[config.mk]
export PLATFORM = sky130hd
export DESIGN_NAME = drft_ram
export DESIGN_NICKNAME = d
export VERILOG_FILES = /design/src/design/drft_ram.sv
export SDC_FILE = /design/constraint.sdc
export NUM_CORES = 1
export LEC_CHECK = 0
export ABC_AREA = 1
export BUFFER_PORTS_ARGS = -buffer_cell sky130_fd_sc_hd__buf_2
export CORE_ASPECT_RATIO = 1.1
export CORE_MARGIN = 1
export CORE_UTILIZATION = 40
export CTS_CLUSTER_SIZE = 20
export DETAILED_ROUTE_END_ITERATION = 10
export HOLD_SLACK_MARGIN = 0.06
export PLACE_DENSITY = 0.66
export SLEW_MARGIN = 20
export SYNTH_ARGS = -nofsm -noshare
export SYNTH_HDL_FRONTEND = slang
export SYNTH_SLANG_ARGS = --single-unit
[constraint.sdc]
create_clock -name clk_i -period 1.2 [get_ports clk_i]
set_input_delay 0.06 -clock clk_i [delete_from_list [all_inputs] [get_ports clk_i]]
set_output_delay 0.06 -clock clk_i [all_outputs]
set_load 0.01 [all_outputs]
[src/design/drft_ram.sv]
module drft_ram #(
  parameter int unsigned WIDTH = 8,
  parameter int unsigned DEPTH = 16
) (
  input  logic                     clk_i,
  input  logic                     we_i,
  input  logic [$clog2(DEPTH)-1:0] waddr_i,
  input  logic [WIDTH-1:0]         wdata_i,
  input  logic                     re_i,
  input  logic [$clog2(DEPTH)-1:0] raddr_i,
  output logic [WIDTH-1:0]         rdata_o
);

  logic [WIDTH-1:0] mem_q [DEPTH];
  logic [WIDTH-1:0] rdata_q;

  always_ff @(posedge clk_i) begin
    if (we_i) begin
      mem_q[waddr_i] <= wdata_i;
    end
    if (re_i) begin
      rdata_q <= mem_q[raddr_i];
    end
  end

  assign rdata_o = rdata_q;

endmodule

== Word-level counts from Yosys, hierarchy flattened ==
Memory sizes are Yosys's and may differ from the RTL's. A register that Yosys moved wholly into a read port is not among the register bits.
Index checks and enable logic that the tools add are counted.
Storage, ports and cells
  register bits: 0
  RAM bits: 128
  logic and storage cells: 3
  memories: 1
Memories
  mem_q: depth 16, width 8, rd ports 1, clocked after memory_dff 1, write ports 1, line 14  | logic [WIDTH-1:0] mem_q [DEPTH];
Operators by class
  muxes and demuxes: 2
Operator list (count)
  1-bit two-way mux: 2

== Logic depth before layout (Yosys ltp) ==
Gate-level depths: netlist of run 1.
  word-level depth: 2
  gate-level depth with buffers: 8
  gate-level depth less buffers: 7

== Worst setup path after synthesis of run 1 ==
OpenSTA, ideal clock, no wires.
  path kind: input to register
  from: input port waddr_i[2]
  to: memory mem_q[10][0] (enable)
  library setup time: 370 ps
  arrival time: 641 ps
  required time: 830 ps
  path slack: 189 ps
  stages on the path: 2
  buffers on the path: 0
  path through: nand3b_1 > nor2_1
RTL lines
  start, declared: line 7  | input logic [$clog2(DEPTH)-1:0] waddr_i,
  end, declared: line 14
No word-level cell before the write port.

==> metrics.txt, run 1 <==
# TYPE chip_impl_metric gauge
chip_impl_info{name="run_status",value="completed"} 1
chip_impl_metric{name="design.die.area",unit="mm^2"} 0.01511
chip_impl_metric{name="synth_cells",unit=""} 551
chip_impl_metric{name="overflow",unit=""} 0
chip_impl_metric{name="critical_path_peak_fanout",unit=""} 1
chip_impl_metric{name="top_level_ports",unit=""} 27
chip_impl_metric{name="cts_repair_resizes",unit=""} 0
chip_impl_info{name="crit_path_start_kind",value="flop"} 1
chip_impl_metric{name="synth_nets",unit=""} 570
chip_impl_metric{name="dieHeight",unit="um"} 128.8
chip_impl_metric{name="fp-row-count",unit=""} 45
chip_impl_metric{name="buffers_plus_inverters_on_the_worst_setup_path",unit=""} 1
chip_impl_metric{name="largest_net_degree_at_the_start_of_global_routing",unit=""} 38
chip_impl_info{name="cts_tree",value="yes"} 1
chip_impl_metric{name="tightestPinTransition",unit="ns"} 0.5755
chip_impl_metric{name="drt_first_iter_violations",unit=""} 376
chip_impl_metric{name="tritoncts.num_buffers",unit=""} 17
chip_impl_info{name="mostFrequentLayoutCells",value="173 x sky130_fd_sc_hd__nand2_1, 136 x sky130_fd_sc_hd__edfxtp_1, 100 x sky130_fd_sc_hd__inv_1, 97 x sky130_fd_sc_hd__nand3_1, 26 x sky130_fd_sc_hd__buf_2"} 1
chip_impl_metric{name="wire_length_of_the_first_global_routing_pass",unit="mm"} 19.98
chip_impl_metric{name="dp.final_hpwl",unit="mm"} 8.217
chip_impl_metric{name="layout-drive-gt1-share",unit=""} 0.1291
chip_impl_metric{name="avgRoutedWirePerCell",unit="um"} 15.81
chip_impl_info{name="path_delay_family",value="simple AND/OR/NAND/NOR gates"} 1
chip_impl_metric{name="globalRouteTotalUtil",unit=""} 0.1870
chip_impl_metric{name="detail-route-antenna-nets",unit=""} 0
chip_impl_metric{name="worst_setup_hold_path_clk_slew",unit="ns"} 0.06
chip_impl_metric{name="totalWireLength",unit="mm"} 12.65
chip_impl_metric{name="worst_case_hold_slack",unit="ns"} 0.06903
chip_impl_metric{name="synthToLayoutAreaGrowth",unit="%"} 16.69
chip_impl_metric{name="cts.sink_count",unit=""} 136
chip_impl_metric{name="cellPowerDensity",unit="mW/mm^2"} 1558
chip_impl_metric{name="syn_area_per_cell",unit="um^2"} 10.61
chip_impl_metric{name="synth_sequential_area_ratio",unit=""} 0.6985
chip_impl_metric{name="gpl.final_weighted_congestion",unit=""} 0.8898
chip_impl_metric{name="slew_headroom",unit=""} 0.6158
chip_impl_info{name="mostFrequentLayoutCell",value="sky130_fd_sc_hd__nand2_1"} 1
chip_impl_info{name="crit_path_frequent_cell",value="sky130_fd_sc_hd__nand3_1"} 1
chip_impl_metric{name="htree_num_levels",unit=""} 4
chip_impl_metric{name="clk_path_buf_depth",unit=""} 2
chip_impl_metric{name="avgViaCountPerCell",unit=""} 4.849
chip_impl_info{name="timing.hold.worst.class",value="in -> reg"} 1
chip_impl_metric{name="setup_viol",unit=""} 0
chip_impl_metric{name="ir_worst_vdd",unit="mV"} 1.060
chip_impl_metric{name="skew_final",unit="ns"} 0.006218
chip_impl_info{name="cp_slowest_cell",value="sky130_fd_sc_hd__edfxtp_1"} 1
chip_impl_metric{name="finalHoldViolations",unit=""} 0
chip_impl_info{name="worst-setup-path-type",value="reg -> reg"} 1
chip_impl_metric{name="port_buffers",unit=""} 26
chip_impl_metric{name="routed-via-count",unit=""} 3879
chip_impl_metric{name="timing.critical_path.slowest_cell_delay",unit="ns"} 0.36
chip_impl_metric{name="initial_utilization",unit=""} 0.4170
chip_impl_metric{name="setup_total_negative_slack",unit="ns"} 0
chip_impl_metric{name="horizontal_die_dimension",unit="um"} 117.3
chip_impl_metric{name="period_needed",unit="ns"} 1.117
chip_impl_metric{name="clk-insertion-delay-late",unit="ns"} 0.42
chip_impl_metric{name="nets",unit=""} 620
chip_impl_metric{name="synth_cell_type_count",unit=""} 11
chip_impl_metric{name="worst-endpoint-required",unit="ns"} 1.38
chip_impl_metric{name="finalCritPeriodShare",unit=""} 0.9312
chip_impl_metric{name="cellLeakagePower",unit="uW"} 0.002940
chip_impl_info{name="rsz0062_at_grt",value="false"} 1
chip_impl_metric{name="grt_antenna_before_repair",unit=""} 0
chip_impl_metric{name="maxClockFrequency",unit="MHz"} 894.9
chip_impl_metric{name="drc",unit=""} 0
chip_impl_info{name="end_kind",value="flop"} 1
chip_impl_metric{name="post-synth-top-area-fraction",unit=""} 0.6985
chip_impl_metric{name="diodes",unit=""} 0
chip_impl_metric{name="dr.pass1.iters",unit=""} 5
chip_impl_info{name="synth_area_leader_cell",value="sky130_fd_sc_hd__edfxtp_1"} 1
chip_impl_metric{name="finalMaxSlewViolations",unit=""} 0
chip_impl_info{name="clk_root_buffer_cell",value="sky130_fd_sc_hd__clkbuf_16"} 1
chip_impl_metric{name="yosysWarnings",unit=""} 0
chip_impl_metric{name="timing.critical_path.arrival",unit="ns"} 1.30
chip_impl_info{name="synth.area.top_cells",value="sky130_fd_sc_hd__edfxtp_1 70%, sky130_fd_sc_hd__nand2_1 11%, sky130_fd_sc_hd__nand3_1 8.3%, sky130_fd_sc_hd__inv_1 6.4%, sky130_fd_sc_hd__buf_6 1.2%"} 1
chip_impl_info{name="worstPathCellList",value="inv_1 -> nand2_1 -> nand3_1 -> nand3_1 -> nand3_1 -> nand2_1"} 1
chip_impl_metric{name="via_count_of_the_first_global_routing_pass",unit=""} 3805
chip_impl_metric{name="netlist_area",unit="mm^2"} 0.005847
chip_impl_metric{name="ys_ff_latch",unit=""} 136
chip_impl_metric{name="core_region_area",unit="mm^2"} 0.01402
chip_impl_metric{name="cap_viol_max_count",unit=""} 0
-- synthesized netlist by cell type (all sizes together) --
| master | instances |
|---|---|
| nor2 | 17 |
| inv | 102 |
| nand2 | 173 |
| edfxtp | 136 |
| nand3 | 97 |
| nand3b | 2 |
| buf | 24 |
-- cells by family after synthesis --
family | share of synthesized area
and+or+nand+nor | 0.2076
buffers and inverters | 0.09394
DFF | 0.6985
-- path summary, 6_finish.rpt --
path | startpoint | endpoint | cells past startpoint | slack (ns)
max | mem_q[5][0]$_DFFE_PP_ | rdata_o[0]$_DFFE_PP_ | 6 | 0.08
min reg2reg | mem_q[12][1]$_DFFE_PP_ | rdata_o[1]$_DFFE_PP_ | 6 | 0.74
max reg2reg | mem_q[5][0]$_DFFE_PP_ | rdata_o[0]$_DFFE_PP_ | 6 | 0.08
min | wdata_i[1] | mem_q[0][1]$_DFFE_PP_ | 1 | 0.07
-- metrics by stage --
stage | cell area, um^2 | utilization | power [uW] | std cells | setup slack (ns)
after global routing | 6823 | 0.4867 | 10960 | 800 | 0.01063
after global placement | 6286 | 0.4484 | 6137 | 768 | -0.05254
after floorplan | 5847 | - | 5862 | 551 | 0.1892
final | 6823 | 0.4867 | 10630 | 800 | 0.08256
after CTS | 6823 | 0.4867 | 10700 | 800 | 0.09856
after detailed placement | 6286 | 0.4484 | 6148 | 768 | -0.06017
-- state kept, by name, indices dropped and copies added (netlist names) --
signal and count:
mem_q 128, rdata_o 8
-- where the power goes --
part           switching (uW)  total [uW]  internal (uW)
clock                    1810        4570           2770
combinational             458         668            211
sequential               31.7        5390           5360
-- final cells by class --
type | count | area [um^2]
clock buffers | 18 | 429.2
clock inverters | 12 | 87.58
fillers | 1238 | 7197
inverters | 102 | 382.9
multi-input cells | 289 | 1214
flip-flops and latches | 136 | 4084
well taps | 188 | 235.2
repair buffers | 55 | 390.4
-- layer usage --
layer,vias to the layer above,track usage,share of wire
met5,-,0,0
met4,0,0.09308,0.033
met3,34,0.04522,0.066
met2,139,0.2969,0.48
met1,1830,0.2386,0.42
li1,1876,-,-
-- worst register-to-register path, delay by kind of cell, from the launching register on --
family / cells / cell delay, ns
and+or+nand+nor: 5 / 0.45
DFF: 1 / 0.36
buffers and inverters: 1 / 0.06
-- timing repair --
| action | in CTS | in global routing |
|---|---|---|
| setup endpoints to repair | 0 | 0 |
| hold buffers | 2 | 0 |
| endpoints found under the hold margin | 10 | 0 |
| setup buffers | 0 | 0 |
Power figures use the tool's default switching activity.
==> inputs of run 2 (changes only) <==
Settings changed: CAP_MARGIN from default to 20, CORE_UTILIZATION 40 to 38, PLACE_DENSITY 0.66 to 0.64.
==> run 2 against run 1 <==
Die area is 5.2% higher. First-iteration DRC count is 13% lower. Cell count is 1.1% higher. Worst hold slack worse by 0.0084 ns. Non-clock buffer count is 1 higher. Fmax is 3.2% lower. Worst setup slack worse by 0.037 ns. Count of clock-buffer cells in the layout is 1 higher. Via count is 0.44% higher. Register-to-register slack worse by 0.04 ns. Sequential share of layout area is 0.66 points lower. Sequential power hardly changed. Critical path type unchanged. Largest power group unchanged.
==> metrics.txt, run 2 (synthesis gave the netlist of run 1 again) <==
# TYPE chip_impl_metric gauge
chip_impl_metric{name="maxClockFrequency",unit="MHz"} 866.0
chip_impl_info{name="mostFrequentLayoutCells",value="173 x sky130_fd_sc_hd__nand2_1, 136 x sky130_fd_sc_hd__edfxtp_1, 100 x sky130_fd_sc_hd__inv_1, 95 x sky130_fd_sc_hd__nand3_1, 26 x sky130_fd_sc_hd__buf_2"} 1
chip_impl_metric{name="overflow",unit=""} 0
chip_impl_metric{name="cellLeakagePower",unit="uW"} 0.002968
chip_impl_metric{name="dp.final_hpwl",unit="mm"} 8.219
chip_impl_metric{name="drc",unit=""} 0
chip_impl_metric{name="power.total",unit="uW"} 10700
chip_impl_metric{name="post-place-cells",unit=""} 778
chip_impl_metric{name="globalRouteTotalUtil",unit=""} 0.1803
chip_impl_metric{name="top_level_ports",unit=""} 27
chip_impl_metric{name="worst_setup_hold_path_clk_slew",unit="ns"} 0.06
chip_impl_metric{name="period_needed",unit="ns"} 1.155
chip_impl_metric{name="dieHeight",unit="um"} 132.1
chip_impl_metric{name="grt_util_met3",unit=""} 0.03244
chip_impl_metric{name="via_count_of_the_first_global_routing_pass",unit=""} 3952
chip_impl_metric{name="cellPowerDensity",unit="mW/mm^2"} 1551
chip_impl_metric{name="largest_register_ffs",unit=""} 128
chip_impl_metric{name="drt_first_iter_violations",unit=""} 327
chip_impl_info{name="cts_tree",value="yes"} 1
chip_impl_metric{name="postPlaceCellArea",unit="mm^2"} 0.006361
chip_impl_metric{name="grt.met2_usage",unit=""} 0.2890
chip_impl_metric{name="timing.critical_path.arrival",unit="ns"} 1.32
chip_impl_metric{name="finish.cell_count_without_fillers",unit=""} 809
chip_impl_metric{name="diodes",unit=""} 0
chip_impl_metric{name="routed-via-count",unit=""} 3896
chip_impl_metric{name="dr.pass1.iters",unit=""} 5
chip_impl_metric{name="avgRoutedWirePerCell",unit="um"} 16.17
chip_impl_metric{name="fp-row-count",unit=""} 47
chip_impl_metric{name="slew_headroom",unit=""} 0.5791
chip_impl_metric{name="gpl.final_weighted_congestion",unit=""} 0.8460
chip_impl_metric{name="port_buffers",unit=""} 26
chip_impl_metric{name="tightestPinTransition",unit="ns"} 0.6304
chip_impl_metric{name="clk-insertion-delay-late",unit="ns"} 0.41
chip_impl_metric{name="initial_utilization",unit=""} 0.3884
chip_impl_metric{name="totalWireLength",unit="mm"} 13.08
chip_impl_metric{name="finalHoldViolations",unit=""} 0
chip_impl_metric{name="largest_net_degree_at_the_start_of_global_routing",unit=""} 33
chip_impl_metric{name="postLayoutSetupSlackWorst",unit="ns"} 0.04522
chip_impl_info{name="largest_register",value="mem_q"} 1
chip_impl_info{name="end_kind",value="flop"} 1
chip_impl_metric{name="cts_setup_buffers",unit=""} 0
chip_impl_metric{name="setup_viol",unit=""} 0
chip_impl_info{name="top_usage_layer",value="met2"} 1
chip_impl_metric{name="skew_final",unit="ns"} 0.003786
chip_impl_metric{name="reg2reg_setup_slack",unit="ns"} 0.05
chip_impl_metric{name="htree_num_levels",unit=""} 4
chip_impl_info{name="run_status",value="completed"} 1
chip_impl_metric{name="detail-route-antenna-nets",unit=""} 0
chip_impl_info{name="mostFrequentLayoutCell",value="sky130_fd_sc_hd__nand2_1"} 1
chip_impl_metric{name="critical_path_peak_fanout",unit=""} 1
chip_impl_metric{name="grt_antenna_before_repair",unit=""} 0
chip_impl_metric{name="core_region_area",unit="mm^2"} 0.01505
chip_impl_metric{name="tritoncts.num_buffers",unit=""} 17
chip_impl_metric{name="finalMaxSlewViolations",unit=""} 0
chip_impl_info{name="rsz0062_at_grt",value="false"} 1
chip_impl_metric{name="finished_layout_cell_area",unit="mm^2"} 0.006899
chip_impl_metric{name="wire_length_of_the_first_global_routing_pass",unit="mm"} 21.03
chip_impl_metric{name="use_met1",unit=""} 0.2341
chip_impl_metric{name="nets",unit=""} 621
chip_impl_metric{name="design.die.area",unit="mm^2"} 0.01589
chip_impl_metric{name="clk_path_buf_depth",unit=""} 2
chip_impl_metric{name="ir_worst_vdd",unit="mV"} 0.8766
chip_impl_info{name="timing.hold.worst.class",value="in -> reg"} 1
chip_impl_info{name="crit_path_start_kind",value="flop"} 1
chip_impl_metric{name="horizontal_die_dimension",unit="um"} 120.3
chip_impl_info{name="clk_root_buffer_cell",value="sky130_fd_sc_hd__clkbuf_16"} 1
chip_impl_metric{name="detailedPlace.worstSlack",unit="ns"} -0.07901
chip_impl_metric{name="finalCritPeriodShare",unit=""} 0.9623
chip_impl_metric{name="cap_viol_max_count",unit=""} 0
chip_impl_metric{name="cts.sink_count",unit=""} 136
chip_impl_info{name="worst-setup-path-type",value="reg -> reg"} 1
chip_impl_metric{name="layout-drive-gt1-share",unit=""} 0.1387
chip_impl_metric{name="worst-endpoint-required",unit="ns"} 1.36
chip_impl_metric{name="worst_case_hold_slack",unit="ns"} 0.06058
chip_impl_metric{name="avgViaCountPerCell",unit=""} 4.816
chip_impl_metric{name="synthToLayoutAreaGrowth",unit="%"} 18.00
-- run 2: metrics by stage --
step	TNS (ns)	utilization
2_1_floorplan	0	-
3_3_place_gp	-0.4442	0.4225
3_5_place_dp	-0.5474	0.4225
4_1_cts	0	0.4576
5_1_grt	0	0.4583
6_report	0	0.4583
-- run 2: routing by layer --
layer | vias to the layer above | share of wire
met4 | 0 | 0.028
met2 | 99 | 0.48
met1 | 1887 | 0.44
met3 | 31 | 0.047
li1 | 1879 | -
met5 | - | 0
-- run 2: layout make-up --
| cell class | count | area, um^2 |
|---|---|---|
| clock buffers | 19 | 432.9 |
| clock inverters | 11 | 85.08 |
| fillers | 1436 | 8155 |
| inverters | 102 | 382.9 |
| multi-input cells | 289 | 1224 |
| flip-flops and latches | 136 | 4084 |
| well taps | 196 | 245.2 |
| repair buffers | 56 | 445.4 |
-- run 2: path summary, 6_finish.rpt --
path,from,to,cells past startpoint
max,mem_q[0][7]$_DFFE_PP_,rdata_o[7]$_DFFE_PP_,6
min,wdata_i[6],mem_q[3][6]$_DFFE_PP_,1
max reg2reg,mem_q[0][7]$_DFFE_PP_,rdata_o[7]$_DFFE_PP_,6
min reg2reg,mem_q[14][4]$_DFFE_PP_,rdata_o[4]$_DFFE_PP_,6
-- run 2: timing repair --
action / in CTS / in global routing
setup endpoints to repair: 0 / 2
hold endpoints to repair: 8 / 0
hold buffers: 1 / 0
resized for setup: 0 / 2
-- run 2: power by group --
part | leakage [uW] | switching (uW) | internal, uW
clock | 0.000249 | 1830 | 2780
combinational | 0.00148 | 474 | 232
sequential | 0.00124 | 30.2 | 5350
-- run 2: critical path, cell delays in order, from the launching register on --
cell                       delay (ns)
sky130_fd_sc_hd__edfxtp_1        0.37
sky130_fd_sc_hd__inv_1           0.06
sky130_fd_sc_hd__nand2_1         0.06
sky130_fd_sc_hd__nand3_1         0.08
sky130_fd_sc_hd__nand3_1         0.09
sky130_fd_sc_hd__nand3_1         0.17
sky130_fd_sc_hd__nand2_1         0.08
